File: config.mk
export PLATFORM = sky130hd
export DESIGN_NAME = sbrbc_ctrl
export DESIGN_NICKNAME = d
export VERILOG_FILES = /design/src/sv/sbrbc_pkg.sv /design/src/sv/sbrbc_ctrl.sv
export SDC_FILE = /design/constraint.sdc
export NUM_CORES = 1
export LEC_CHECK = 0
export ABC_AREA = 1
export BUFFER_PORTS_ARGS = -buffer_cell sky130_fd_sc_hd__buf_2
export CORE_AREA = 5 5 42 44
export DETAILED_ROUTE_END_ITERATION = 8
export DIE_AREA = 0 0 47 49
export HOLD_SLACK_MARGIN = 0.12
export PLACE_DENSITY_LB_ADDON = 0.05
export SLEW_MARGIN = 20
export SYNTH_ARGS = -nofsm -noshare
export SYNTH_HDL_FRONTEND = slang
export SYNTH_SLANG_ARGS = --single-unit
File: constraint.sdc
create_clock -name clk -period 2.6 [get_ports clk]
set_clock_uncertainty 0.15 [all_clocks]
set_input_delay 0.26 -clock clk [delete_from_list [all_inputs] [get_ports clk]]
set_output_delay 0.26 -clock clk [all_outputs]
set_load 0.01 [all_outputs]
File: src/sv/sbrbc_pkg.sv
`default_nettype none
package sbrbc_pkg;

  localparam int unsigned NUM_BANKS  = 8;
  localparam int unsigned BANK_DEPTH = 256;
  localparam int unsigned BYTE_W     = 8;
  localparam int unsigned BLOCK_W    = 64;

  typedef logic [1:0] cmd_code_t;
  localparam cmd_code_t CMD_LOAD    = 2'd0;
  localparam cmd_code_t CMD_ENCRYPT = 2'd1;
  localparam cmd_code_t CMD_DECRYPT = 2'd2;

  typedef enum logic [1:0] {
    ST_IDLE,
    ST_ROUND,
    ST_FINISH
  } state_t;

  // controller -> datapath
  typedef struct packed {
    logic tbl_we;    // write forward and inverse entry from the input word
    logic start;     // latch block and direction
    logic first;     // round address comes from the latched block
    logic rd_en;     // issue one round of table reads
    logic out_load;  // capture final block into the result register
  } ctrl_cmd_t;

endpackage
`default_nettype wire

File: src/sv/sbrbc_ctrl.sv
`default_nettype none
module sbrbc_ctrl #(
  parameter int unsigned ROUNDS = 16
) (
  input  wire logic                  clk,
  input  wire logic                  rst,
  input  wire logic                  item_valid,
  input  wire sbrbc_pkg::cmd_code_t  command,
  output      logic                  item_ready,
  output      logic                  result_valid,
  input  wire logic                  result_ready,
  output      sbrbc_pkg::ctrl_cmd_t  cmd
);
  import sbrbc_pkg::*;

  localparam int unsigned CNT_W = (ROUNDS > 1) ? $clog2(ROUNDS) : 1;

  state_t           state, state_next;
  logic [CNT_W-1:0] round_cnt;
  logic             accept;
  logic             cipher_op;
  logic             last_round;
  logic             out_free;

  assign accept     = item_valid && item_ready;
  assign cipher_op  = (command == CMD_ENCRYPT) || (command == CMD_DECRYPT);
  assign last_round = (round_cnt == CNT_W'(ROUNDS - 1));
  assign out_free   = !result_valid || result_ready;

  always_comb begin
    state_next = state;
    unique case (state)
      ST_IDLE: begin
        if (accept && cipher_op) state_next = ST_ROUND;
      end
      ST_ROUND: begin
        if (last_round) state_next = ST_FINISH;
      end
      ST_FINISH: begin
        if (out_free) state_next = ST_IDLE;
      end
      default: state_next = ST_IDLE;
    endcase
  end

  always_comb begin
    item_ready   = 1'b0;
    cmd          = '0;
    unique case (state)
      ST_IDLE: begin
        item_ready   = 1'b1;
        cmd.tbl_we   = item_valid && (command == CMD_LOAD);
        cmd.start    = item_valid && cipher_op;
      end
      ST_ROUND: begin
        cmd.rd_en    = 1'b1;
        cmd.first    = (round_cnt == '0);
      end
      ST_FINISH: begin
        cmd.out_load = out_free;
      end
      default: ;
    endcase
  end

  always_ff @(posedge clk) begin
    if (rst) begin
      state        <= ST_IDLE;
      round_cnt    <= '0;
      result_valid <= 1'b0;
    end else begin
      state <= state_next;
      if (state == ST_ROUND) begin
        round_cnt <= last_round ? '0 : round_cnt + 1'b1;
      end
      if (cmd.out_load) begin
        result_valid <= 1'b1;
      end else if (result_ready) begin
        result_valid <= 1'b0;
      end
    end
  end

endmodule
`default_nettype wire

After elaboration in Yosys (flattened, before gate mapping)
Index checks and enable logic that the tools add are counted.

Input bits: 6. Register bits after elaboration: 7.

Equality and inequality tests: 8. Reduce and logical (&&, ||, !) cells: 12. $add $sub $neg: 1. Mux-type cells: 11.

Operators with widths (count): two-way mux 2 bit (5); != test 2 bit (second input constant) (3); case mux 2 bit (3 select lines) (1); adder 4 x 1 -> 4 bit (second input constant) (1); equality test 2 x 1 -> 1 bit (second input constant) (2); equality test 2 bit (second input constant) (2); equality test 4 bit (second input constant) (1); logical AND 1 bit (4); logical NOT 2 bit (2); logical NOT 4 bit (1); two-way mux 1 bit (4); two-way mux 4 bit (1); AND reduction 3 bit (1); logical OR 1 bit (2); nonzero test 2 bit (1); logical NOT 1 bit (1).

Logic depth before layout (Yosys ltp)
Gate-level depths: netlist (run 1).

Depth in word-level cells: 6. Mapped depth: 7. Gate-level depth less buffers: 7.

Worst setup path before layout (run 1)
Ideal clock, no wire load.

Path type: register to output. Start: register round_cnt[0]. End: output port cmd[2] in the netlist's numbering. Data arrival time: 0.970 ns. Cell stages (with the launch flop): 5. Setup slack: 1.220 ns. Cell sequence: dfxtp_1 -> inv_1 -> ha_1 -> inv_1 -> nor4_1.

RTL lines: start, declared (RTL line sbrbc_ctrl.sv:19) `logic [CNT_W-1:0] round_cnt;`; start signal, assigned (RTL line sbrbc_ctrl.sv:74) `round_cnt <= last_round ? '0 : round_cnt + 1'b1;`; end, declared (RTL line sbrbc_ctrl.sv:12) `output sbrbc_pkg::ctrl_cmd_t cmd`.

==> summary.txt, run 1 <==
Run status
  – Outcome: finished clean

Worst setup path
  – Critical path's slowest cell: sky130_fd_sc_hd__dfxtp_1
  – Worst path cell trace: inv_1, ha_1, inv_1, nor4_1, buf_2
  – Critical Path Sink Type: primary output
  – Req. time, crit path: 2.19 ns
  – Crit start category: flop
  – Top fanout value on the critical path: 4
  – Kind of critical path: reg2out
  – Critical path arrival: roughly 1.3 ns
  – Most used cell along the critical path: sky130_fd_sc_hd__inv_1
  – Largest stage delay, worst path: 0.32 ns
  – Reg2Reg Launch Point: round_cnt[1]
  – Crit path launch: round_cnt[0]

Pwr
  – Clock power share: 0.388
  – Int Pwr: 0.186 mW
  – Gate power share: 0.148
  – Peak supply drop: 271 uV
  – Switching power as a share of total power: 0.258
  – Design Power: 0.251 mW
  – Part of the power in registers: 0.464
  – Total power per unit cell area: 511 nW/um^2
  – Switching power total: 0.0648 mW
  – Leak pwr: 0.252 nW

Floorplan
  – Boundary Pins: 13
  – Die width: 47 microns
  – Initial core utilization: 0.272
  – Full die area: 2300 sq um
  – Number of placement rows: 14
  – Core Area: 1400 sq um
  – Die height: a little under 50 microns

Timing
  – Count of final setup violators: 0
  – Post-layout minimum cycle time: 1.67 ns
  – Pin slew with the least headroom to its limit: 0.232 ns
  – Final hold violation count: 0
  – Final worst setup slack: 0.932 ns
  – Period utilisation layout: 0.642
  – Worst-case headroom to the max-slew limit: 0.844
  – Setup TNS: 0 ns
  – Setup repair after global routing missed its margin: false
  – Slew Limit Fails: 0
  – Highest clock rate: 599 MHz

Yosys
  – Adder-Cell Fraction of Synth Area: 0.0984
  – Cell Area, Synth: 382 sq um
  – Count of mapped cells out of synthesis: 54
  – XOR/XNOR share of the synthesized area: 0
  – Number of nets produced by synthesis: 63
  – Average footprint of a synthesized cell: 7.07 sq um
  – Synthesis Warnings: 0
  – Simple-Gate Fraction of Synth Area: 0.279
  – Distinct cell type count of the synthesized netlist: 18
  – Cell accounting for the most synthesized area: sky130_fd_sc_hd__dfxtp_1
  – Part of the Yosys area used for sequential elements: 0.367
  – Area contributors post-synth: sky130_fd_sc_hd__dfxtp_1 (37%), sky130_fd_sc_hd__ha_1 (9.8%), sky130_fd_sc_hd__inv_1 (8.9%)
  – FF+latch count, synth: 7
  – Complex-gate fraction of the synthesized area: 0.128
  – Portion of netlist area occupied by mux cells: 0
  – Area share of the largest cell type after synthesis: 0.367
  – Main combinational cell family by area after synthesis: simple AND/OR/NAND/NOR gates

Final layout
  – Final core utilization: 0.350
  – Antenna diode instance count: 0
  – Number of nets in the layout: 80
  – Final standard cell area without fillers: 490 sq um
  – Area growth from synthesis to final layout: 28.5%
  – Share of layout cells above drive strength 1: 0.271

Drt
  – DRC Markers: 0
  – Final routed wire length divided by cell count: 8.81 microns
  – Detail Route Antenna Nets: 0
  – DR vias/cell: about 4.2
  – Initial drt markers: 4
  – Length of the first detailed-routing pass in iterations: 4
  – Total wire length: 758 microns
  – Total number of vias: 364

Worst hold path
  – Hold/Removal Path Class: in2reg
  – Hold wc startpoint: result_ready

Clocking
  – CTS Hold Buffers Added: 1
  – Clock-pin slew on the worst setup and hold paths: 0.05 ns
  – Setup Fix Bufs, Post-CTS: 0
  – Gates resized, CTS repair: 0
  – CTS sink cnt: 7
  – Maximum clock insertion buffer count: 2
  – H-tree depth: 1
  – TritonCTS clock tree: done
  – Number of buffers created by CTS: 3
  – Skew-Pair Late Insertion Delay: 0.25 ns
  – CTS root buffer: sky130_fd_sc_hd__clkbuf_4

Place
  – Placed wire-length estimate after detailed placement: 636 microns
  – Count of input and output buffers: 12
  – Placed cell areas: 454 sq um
  – Pre-CTS WS: 1.20 ns
  – Gpl congestion: 0.742

GRT
  – Number of global-route vias before repair: 302
  – Maximum number of pins on one net before global-route repair: 8
  – Wire length of the first global-routing pass: around 1200 microns
  – All-layer global routing usage: 0.0782
  – Grt total ovfl: 0
  – Number of antenna violations at the first check in global routing: 0

Run
  – Number of max-cap violations: 0
-- layout make-up --
type / instances / area (sq um)
flip-flops and latches: 7 / 140
fillers: 163 / 911
well taps: 16 / 20.0
clock buffers: 4 / 26.3
multi-input cells: 35 / 193
repair buffers: 13 / 70.1
inverters: 11 / 41.3
-- power groups by stage --
stage / sequential [mW] / combinational (mW) / clock, mW
6_report: 0.116 / 0.0371 / 0.0972
4_1_cts: 0.116 / 0.0381 / 0.103
3_3_place_gp: 0.119 / 0.0372 / 0
2_1_floorplan: 0.117 / 0.0241 / 0
3_5_place_dp: 0.119 / 0.0367 / 0
5_1_grt: 0.117 / 0.0428 / 0.109
-- registers in the layout, summed over array words and instances, names as in the netlist --
| name | count |
|---|---|
| round_cnt | 4 |
| state | 2 |
| result_valid | 1 |
-- stage by stage --
| step | hold WS [ns] | std cells |
|---|---|---|
| after floorplan | 0.172 | 54 |
| after global placement | 0.309 | 81 |
| after detailed placement | 0.301 | 81 |
| after CTS | 0.159 | 86 |
| after global routing | 0.189 | 86 |
| final | 0.160 | 86 |
-- kinds of logic after synthesis --
kind of cell               Yosys count
adders and majority gates            3
DFF                                  7
AOI/OAI and AO/OA                    8
and+or+nand+nor                     24
buffers and inverters               12
-- cells in the mapped netlist --
| cell type | instances |
|---|---|
| sky130_fd_sc_hd__a21oi_1 | 3 |
| sky130_fd_sc_hd__a21oi_2 | 1 |
| sky130_fd_sc_hd__and3_1 | 1 |
| sky130_fd_sc_hd__buf_4 | 1 |
| sky130_fd_sc_hd__dfxtp_1 | 7 |
| sky130_fd_sc_hd__ha_1 | 3 |
| sky130_fd_sc_hd__inv_1 | 9 |
| sky130_fd_sc_hd__inv_2 | 2 |
| sky130_fd_sc_hd__nand2_1 | 8 |
| sky130_fd_sc_hd__nand2_2 | 1 |
| sky130_fd_sc_hd__nand3_1 | 4 |
| sky130_fd_sc_hd__nor2_1 | 7 |
| sky130_fd_sc_hd__nor3_1 | 1 |
| sky130_fd_sc_hd__nor4_1 | 1 |
| sky130_fd_sc_hd__o21a_1 | 1 |
| sky130_fd_sc_hd__o21ai_0 | 2 |
| sky130_fd_sc_hd__o21bai_1 | 1 |
| sky130_fd_sc_hd__or2_1 | 1 |
-- worst max-delay path: cells and delay by family (launching register included) --
family,cells,cell delay (ns)
fa+ha+maj,1,0.15
buf+inv,3,0.32
simple gates,1,0.22
flops,1,0.32
-- per-layer routing --
layer | track usage | part of all wire | vias to the layer above
li1 | - | - | 199
met1 | 0.0837 | 0.46 | 147
met2 | 0.104 | 0.39 | 14
met3 | 0.0443 | 0.12 | 4
met4 | 0.0691 | 0.036 | 0
met5 | 0 | 0 | -
-- cell usage in the layout (no fill, tap or decap) --
cell,instances
sky130_fd_sc_hd__ha_1,3
sky130_fd_sc_hd__nor3_1,1
sky130_fd_sc_hd__and3_1,1
sky130_fd_sc_hd__nor2_1,7
sky130_fd_sc_hd__nand2_2,1
sky130_fd_sc_hd__dlygate4sd3_1,1
sky130_fd_sc_hd__nor4_1,1
sky130_fd_sc_hd__a21oi_1,3
sky130_fd_sc_hd__inv_2,2
sky130_fd_sc_hd__nand2_1,8
sky130_fd_sc_hd__clkbuf_1,1
sky130_fd_sc_hd__dfxtp_1,7
sky130_fd_sc_hd__inv_1,9
sky130_fd_sc_hd__o21ai_0,2
sky130_fd_sc_hd__buf_2,12
sky130_fd_sc_hd__or2_1,1
sky130_fd_sc_hd__o21bai_1,1
sky130_fd_sc_hd__nand3_1,4
sky130_fd_sc_hd__a21oi_2,1
sky130_fd_sc_hd__o21a_1,1
sky130_fd_sc_hd__clkbuf_4,3
-- worst paths after layout --
check                 end  slack (ns)  cells past startpoint
max                cmd[2]        0.93                      5
min              state[1]        0.16                      4
max reg2reg  round_cnt[3]        1.34                      5
min reg2reg  round_cnt[1]        0.37                      2
Note: power is estimated with default switching activity, not from simulation.
==> run 2, diff against run 1 <==
==> constraint.sdc (replaced) <==
create_clock -name clk -period 1.38 [get_ports clk]
set_clock_uncertainty 0.15 [all_clocks]
set_input_delay 0.138 -clock clk [delete_from_list [all_inputs] [get_ports clk]]
set_output_delay 0.138 -clock clk [all_outputs]
set_load 0.01 [all_outputs]
==> summary.txt, run 2 (synthesis results as in run 1) <==
Run status
  – Outcome: complete, but fails checks (was finished clean)
  – Failing checks: setup timing

Clocking
  – CTS root buffer: sky130_fd_sc_hd__clkbuf_4 (unchanged)
  – Clock-pin slew on the worst setup and hold paths: 0.05 ns (about the same)
  – CTS sink cnt: 7 (unchanged)
  – H-tree depth: 1 (unchanged)
  – Number of buffers created by CTS: 3 (unchanged)
  – TritonCTS clock tree: done (unchanged)
  – CTS Hold Buffers Added: 2 (was 1)
  – Maximum clock insertion buffer count: 2 (unchanged)
  – Skew-Pair Late Insertion Delay: 0.25 ns (about the same)

Pwr
  – Peak supply drop: 507 uV (was 271 uV)
  – Int Pwr: 0.378 mW (was 0.186 mW)
  – Switching power as a share of total power: 0.281 (was 0.258)
  – Leak pwr: 0.284 nW (was 0.252 nW)
  – Design Power: 0.526 mW (was 0.251 mW)
  – Switching power total: 0.148 mW (was 0.0648 mW)
  – Clock power share: 0.361 (was 0.388)
  – Total power per unit cell area: 865 nW/um^2 (was 511 nW/um^2)
  – Part of the power in registers: 0.419 (was 0.464)
  – Gate power share: 0.221 (was 0.148)

Timing
  – Pin slew with the least headroom to its limit: 0.241 ns (was 0.232 ns)
  – Highest clock rate: approximately 720 MHz
  – Slew Limit Fails: 0 (unchanged)
  – Final worst setup slack: -0.0107 ns (was 0.932 ns)
  – Setup TNS: -0.0107 ns (was 0 ns)
  – Post-layout minimum cycle time: 1.39 ns
  – Period utilisation layout: 1.01
  – Final hold violation count: 0 (unchanged)
  – Count of final setup violators: 1 (was 0)
  – Worst-case headroom to the max-slew limit: 0.839 (was 0.844)
  – Setup repair after global routing missed its margin: true (was false)

Final layout
  – Number of inserted filler cells in the final layout: 148 (was 163)
  – Share of layout cells above drive strength 1: 0.500 (was 0.271)
  – Flip-flop count of the largest register after layout: 4 (unchanged)
  – Leading cell type in the layout, fill and taps excluded: sky130_fd_sc_hd__buf_2 (unchanged)
  – Final standard cell area without fillers: 608 sq um (was 490 sq um)
  – Largest registers: round_cnt x4, state x2, result_valid x1 (unchanged)
  – Antenna diode instance count: 0 (unchanged)
  – Commonest cells after routing, fill and taps aside: sky130_fd_sc_hd__buf_2 (11), sky130_fd_sc_hd__nand2_1 (8), sky130_fd_sc_hd__inv_1 (6), sky130_fd_sc_hd__buf_4 (6) (was sky130_fd_sc_hd__buf_2 (12), sky130_fd_sc_hd__inv_1 (9), sky130_fd_sc_hd__nand2_1 (8))
  – Number of nets in the layout: 86 (was 80)
  – Area growth from synthesis to final layout: 59.3% (was 28.5%)
  – Largest register by flop count: round_cnt (unchanged)

Worst setup path
  – Worst path cell trace: inv_2, nand2_4, nor4_4, buf_2 (was inv_1, ha_1, inv_1, nor4_1, buf_2)
  – Buf+Inv Stages, Crit Path: 2 (was 3)
  – Delay-heaviest family, CP: flip-flops (unchanged)
  – Largest stage delay, worst path: 0.32 ns (about the same)
  – Kind of critical path: reg2out (unchanged)
  – Req. time, crit path: 1.09 ns (was 2.19 ns)
  – Critical path's slowest cell: sky130_fd_sc_hd__dfxtp_2 (was sky130_fd_sc_hd__dfxtp_1)
  – Critical path arrival: 1.10 ns (was 1.26 ns)
  – Top fanout value on the critical path: 7 (was 4)
  – Critical Path Sink Type: primary output (unchanged)
  – Crit start category: flop (unchanged)

Drt
  – Met1 Routed Length: 409 microns (was 347 microns)
  – Detailed-routed wire length on met2: 447 microns (was 292 microns)
  – Total number of vias: 426 (was 364)
  – Length of the first detailed-routing pass in iterations: 4 (unchanged)
  – Met3 WL post-DR: 87 microns (was 90 microns)
  – Total wire length: 955 microns (was 758 microns)
  – Detail Route Antenna Nets: 0 (unchanged)
  – Final routed wire length divided by cell count: 10.4 microns (was 8.81 microns)
  – Initial drt markers: 9 (was 4)
  – DR vias/cell: 4.63 (was 4.23)
  – Top sig layer: met4 (unchanged)
  – DRC Markers: 0 (unchanged)

Floorplan
  – Die height: 49 microns (unchanged)
  – Core Area: 1400 sq um (unchanged)
  – Boundary Pins: 13 (unchanged)
  – Initial core utilization: 0.272 (unchanged)
  – Full die area: 2300 sq um (unchanged)
  – Die width: 47 microns (unchanged)
  – Number of placement rows: 14 (unchanged)

Worst hold path
  – Hold/Removal Path Class: in2reg (unchanged)

Place
  – Gpl congestion: 0.807 (was 0.742)
  – Placed wire-length estimate after detailed placement: 678 microns (was 636 microns)
  – Placed cell areas: 454 sq um (unchanged)
  – Count of input and output buffers: 12 (unchanged)

GRT
  – Number of global-route vias before repair: 414 (was 302)
  – Wire length of the first global-routing pass: 1580 microns (was 1230 microns)
  – Number of antenna violations at the first check in global routing: 0 (unchanged)
  – Grt total ovfl: 0 (unchanged)
  – All-layer global routing usage: 0.0944 (was 0.0782)
  – Maximum number of pins on one net before global-route repair: 8 (unchanged)

Run
  – Number of max-cap violations: 0 (unchanged)
==> run 2: cell count changes in the layout (fill, tap and decap cells not counted), sizes merged <==
| cell | delta |
|---|---|
| dlygate4sd3 | +1 |
| buf | +5 |
==> run 2: final timing paths <==
kind / slack (ns) / to / cells after the start / start
max: -0.01 / cmd[2] / 4 / state[1]
min: 0.04 / state[1] / 4 / result_ready
max reg2reg: 0.08 / round_cnt[3] / 6 / round_cnt[0]
min reg2reg: 0.34 / round_cnt[1] / 2 / round_cnt[1]
==> run 2: metal layers <==
layer,up-vias,global-route usage
met4,0,0.0415
met2,17,0.149
met1,190,0.110
li1,215,-
met5,-,0
met3,4,0.0332
==> run 2: stage by stage <==
step	util	setup WS (ns)	cells	hold slack (ns)
finish	0.434	-0.0107	92	0.0366
global route	0.434	-0.0755	92	0.0644
floorplan	-	0.122	54	0.0504
detailed placement	0.324	0.0862	81	0.178
global placement	0.324	0.0935	81	0.189
CTS	0.416	-0.0255	94	0.0343
==> run 2: worst reg2reg max path: cells and delay by family, from the launching register on <==
family | cells | cell delay [ns]
fa+ha+maj | 1 | 0.13
flops | 1 | 0.34
buf+inv | 1 | 0.12
simple gates | 4 | 0.46
==> run 2: cell type report <==
class | count | area (sq um) | share of cell area
multi-input cells | 35 | 253 | 0.416
flip-flops and latches | 7 | 148 | 0.243
repair buffers | 19 | 120 | 0.198
inverters | 11 | 41.3 | 0.0679
clock buffers | 4 | 26.3 | 0.0432
well taps | 16 | 20.0 | 0.0329
==> run 2: power by group through the flow <==
stage                     clock network (mW)  logic [mW]  registers [mW]
final                                  0.190       0.116           0.220
after global routing                   0.217       0.130           0.221
after CTS                              0.200       0.111           0.220
after detailed placement                   0      0.0698           0.223
after global placement                     0      0.0713           0.223
after floorplan                            0      0.0454           0.221
==> run 2: what timing repair did <==
item,4_1_cts,5_1_grt
pin swaps,3,3
buffers inserted,7,0
endpoints found under the setup margin,1,6
hold endpoints to repair,7,2
gates resized for setup,11,8
==> run 3, diff against run 2 <==
--- a/config.mk
+++ b/config.mk
@@ -6,8 +6,10 @@
 export NUM_CORES = 1
 export LEC_CHECK = 0
 export ABC_AREA = 1
+export ABC_CLOCK_PERIOD_IN_PS = 1380
 export BUFFER_PORTS_ARGS = -buffer_cell sky130_fd_sc_hd__buf_2
 export CORE_AREA = 5 5 42 44
+export CTS_BUF_LIST = sky130_fd_sc_hd__clkbuf_8
 export DETAILED_ROUTE_END_ITERATION = 8
 export DIE_AREA = 0 0 47 49
 export HOLD_SLACK_MARGIN = 0.12
==> constraint.sdc (replaced) <==
create_clock -name clk -period 1.38 [get_ports clk]
set_clock_uncertainty 0.15 [all_clocks]
set_input_delay 0.138 -clock clk [delete_from_list [all_inputs] [get_ports clk]]
set_output_delay 0.138 -clock clk [all_outputs]
set_load 0.02 [all_outputs]
==> summary.txt, run 3 (synthesis results as in run 1) <==
Final layout
  – Antenna diode instance count: 0 (unchanged)
  – Number of nets in the layout: 88 (was 86)
  – Share of layout cells above drive strength 1: 0.487 (was 0.500)
  – Final core utilization: 0.448 (was 0.434)
  – Register cell area after layout: 145 sq um (was 148 sq um)
  – Final standard cell area without fillers: 628 sq um (was 608 sq um)
  – Area growth from synthesis to final layout: 64.6% (was 59.3%)
  – Commonest cells after routing, fill and taps aside: sky130_fd_sc_hd__buf_4 (10), sky130_fd_sc_hd__nand2_1 (8), sky130_fd_sc_hd__buf_2 (8) (was sky130_fd_sc_hd__buf_2 (11), sky130_fd_sc_hd__nand2_1 (8), sky130_fd_sc_hd__inv_1 (6), sky130_fd_sc_hd__buf_4 (6))
  – Largest register by flop count: round_cnt (unchanged)
  – Number of inserted filler cells in the final layout: 157 (was 148)
  – Multi-input gate area in the final layout: 228 sq um (was 253 sq um)
  – Leading cell type in the layout, fill and taps excluded: sky130_fd_sc_hd__buf_4 (was sky130_fd_sc_hd__buf_2)
  – Largest registers: round_cnt x4, state x2, result_valid x1 (unchanged)
  – Flip-flop count of the largest register after layout: 4 (unchanged)

Timing
  – Highest clock rate: 740 MHz (was 719 MHz)
  – Final hold violation count: 0 (unchanged)
  – Post-layout minimum cycle time: 1.35 ns (was 1.39 ns)
  – Count of final setup violators: 0 (was 1)
  – Period utilisation layout: 0.980 (was 1.01)
  – Worst-case headroom to the max-slew limit: 0.848 (was 0.839)
  – Final worst setup slack: 0.0279 ns (was -0.0107 ns)
  – Slew Limit Fails: 0 (unchanged)
  – Pin slew with the least headroom to its limit: 0.228 ns (was 0.241 ns)
  – Setup repair after global routing missed its margin: true (unchanged)

Worst setup path
  – Reg2Reg Launch Point: state[0] (was round_cnt[0])
  – Register-to-Register Path Depth: 6 (unchanged)
  – Most used cell along the critical path: sky130_fd_sc_hd__inv_2
  – Delay-heaviest family, CP: flip-flops (unchanged)
  – Kind of critical path: reg2out (unchanged)
  – Buf+Inv Stages, Crit Path: 3 (was 2)
  – R2R Setup Slk: 0.06 ns (was 0.08 ns)
  – Top fanout value on the critical path: 2 (was 7)
  – Reg-to-Reg End: round_cnt[3] (unchanged)
  – Critical path arrival: 1.06 ns (was 1.10 ns)
  – Critical path's slowest cell: sky130_fd_sc_hd__dfxtp_2 (unchanged)
  – Critical Path Sink Type: primary output (unchanged)
  – Largest stage delay, worst path: 0.32 ns (about the same)
  – Worst path cell trace: inv_2, ha_1, inv_2, nor4_4, buf_4 (was inv_2, nand2_4, nor4_4, buf_2)
  – Req. time, crit path: 1.09 ns (about the same)
  – Crit start category: flop (unchanged)

Drt
  – DRC Markers: 0 (unchanged)
  – Total number of vias: 421 (was 426)
  – Initial drt markers: 5 (was 9)
  – DR vias/cell: 4.48 (was 4.63)
  – Final routed wire length divided by cell count: 9.81 microns (was 10.4 microns)
  – Length of the first detailed-routing pass in iterations: 2 (was 4)
  – Total wire length: 922 microns (was 955 microns)
  – Detail Route Antenna Nets: 0 (unchanged)

GRT
  – Number of antenna violations at the first check in global routing: 0 (unchanged)
  – Number of global-route vias before repair: 389 (was 414)
  – All-layer global routing usage: 0.0950 (was 0.0944)
  – Wire length of the first global-routing pass: 1570 microns (was 1580 microns)
  – Maximum number of pins on one net before global-route repair: 6 (was 8)
  – Grt total ovfl: 0 (unchanged)

Run
  – Number of max-cap violations: 0 (unchanged)

Pwr
  – Total power per unit cell area: 1010 nW/um^2 (was 865 nW/um^2)
  – Peak supply drop: 494 uV (was 507 uV)
  – Leak pwr: 0.317 nW (was 0.284 nW)
  – Design Power: 0.632 mW (was 0.526 mW)

Clocking
  – CTS root buffer: sky130_fd_sc_hd__clkbuf_8 (was sky130_fd_sc_hd__clkbuf_4)
  – CTS sink cnt: 7 (unchanged)
  – Clock-pin slew on the worst setup and hold paths: 0.04 ns (was 0.05 ns)
  – CTS Hold Buffers Added: 2 (unchanged)
  – Number of buffers created by CTS: 3 (unchanged)
  – TritonCTS clock tree: done (unchanged)
  – Maximum clock insertion buffer count: 2 (unchanged)
  – H-tree depth: 1 (unchanged)
  – Skew-Pair Late Insertion Delay: 0.22 ns (was 0.25 ns)

Place
  – Count of input and output buffers: 12 (unchanged)
  – Gpl congestion: 0.738 (was 0.807)
  – Placed wire-length estimate after detailed placement: 651 microns (was 678 microns)
  – Placed cell areas: 460 sq um (was 454 sq um)
  – Pre-CTS WS: 0.102 ns (was 0.0862 ns)

Floorplan
  – Full die area: 2300 sq um (unchanged)
  – Die height: 49 microns (unchanged)
  – Number of placement rows: 14 (unchanged)
  – Boundary Pins: 13 (unchanged)
  – Initial core utilization: 0.272 (unchanged)
  – Core Area: 1400 sq um (unchanged)
  – Die width: 47 microns (unchanged)

Worst hold path
  – Endpoint with the worst hold slack: state[1] (unchanged)
  – Hold wc startpoint: result_ready (unchanged)
  – Hold/Removal Path Class: in2reg (unchanged)
  – Cells on Worst Hold Path: 4 (unchanged)

Run status
  – Outcome: finished clean (was complete, but fails checks)
==> run 3: changes by cell type in the layout (fill, tap and decap cells not counted), sizes merged <==
cell and change:
dlymetal6s4s +1, dlygate4sd3 -1, clkbuf -1, buf +2
inv +1
==> run 3: per-layer routing <==
layer | vias to the layer above | part of all wire | track usage
met5 | - | 0 | 0
met4 | 0 | 0.011 | 0.0553
met3 | 2 | 0.084 | 0.0332
met2 | 11 | 0.46 | 0.149
met1 | 188 | 0.44 | 0.105
li1 | 220 | - | -
==> run 3: worst register-to-register path, delay by kind of cell (launching register included) <==
kind                   cells  cell delay [ns]
buffers and inverters      2             0.27
flip-flops                 1             0.38
AND/OR/NAND/NOR            4             0.42
==> run 3: final cells by class <==
type,instances,area share
flip-flops and latches,7,0.231
multi-input cells,35,0.363
repair buffers,21,0.237
clock buffers,3,0.0657
clock inverters,1,0.00598
inverters,11,0.0657
well taps,16,0.0319
==> run 3: timing repair <==
item | CTS | global route
setup buffers | 7 | 0
pin swaps | 2 | 1
resized for setup | 6 | 13
endpoints found under the setup margin | 1 | 6
endpoints found under the hold margin | 3 | 1
==> run 3: stage by stage <==
stage	setup TNS (ns)	hold slack, ns	std cells
finish	0	0.0710	94
global placement	0	0.185	81
global route	-0.0645	0.0943	94
CTS	0	0.0663	94
floorplan	0	0.0504	54
detailed placement	0	0.186	81
==> run 3: worst max-delay path by stage <==
stage	from	end	slack, ns	cells past startpoint
finish	round_cnt[1]	cmd[2]	0.03	5
global route	round_cnt[1]	cmd[2]	-0.06	5
CTS	state[1]	cmd[0]	0.005	4
detailed placement	round_cnt[0]	cmd[2]	0.10	5
global placement	round_cnt[0]	cmd[2]	0.08	5
floorplan	round_cnt[0]	cmd[2]	0.06	4
==> run 3: power by group <==
part | internal [mW] | switching, mW | leakage [nW]
combinational | 0.0622 | 0.0648 | 0.232
sequential | 0.213 | 0.00850 | 0.0585
clock | 0.192 | 0.0904 | 0.0269
total | 0.468 | 0.164 | 0.317
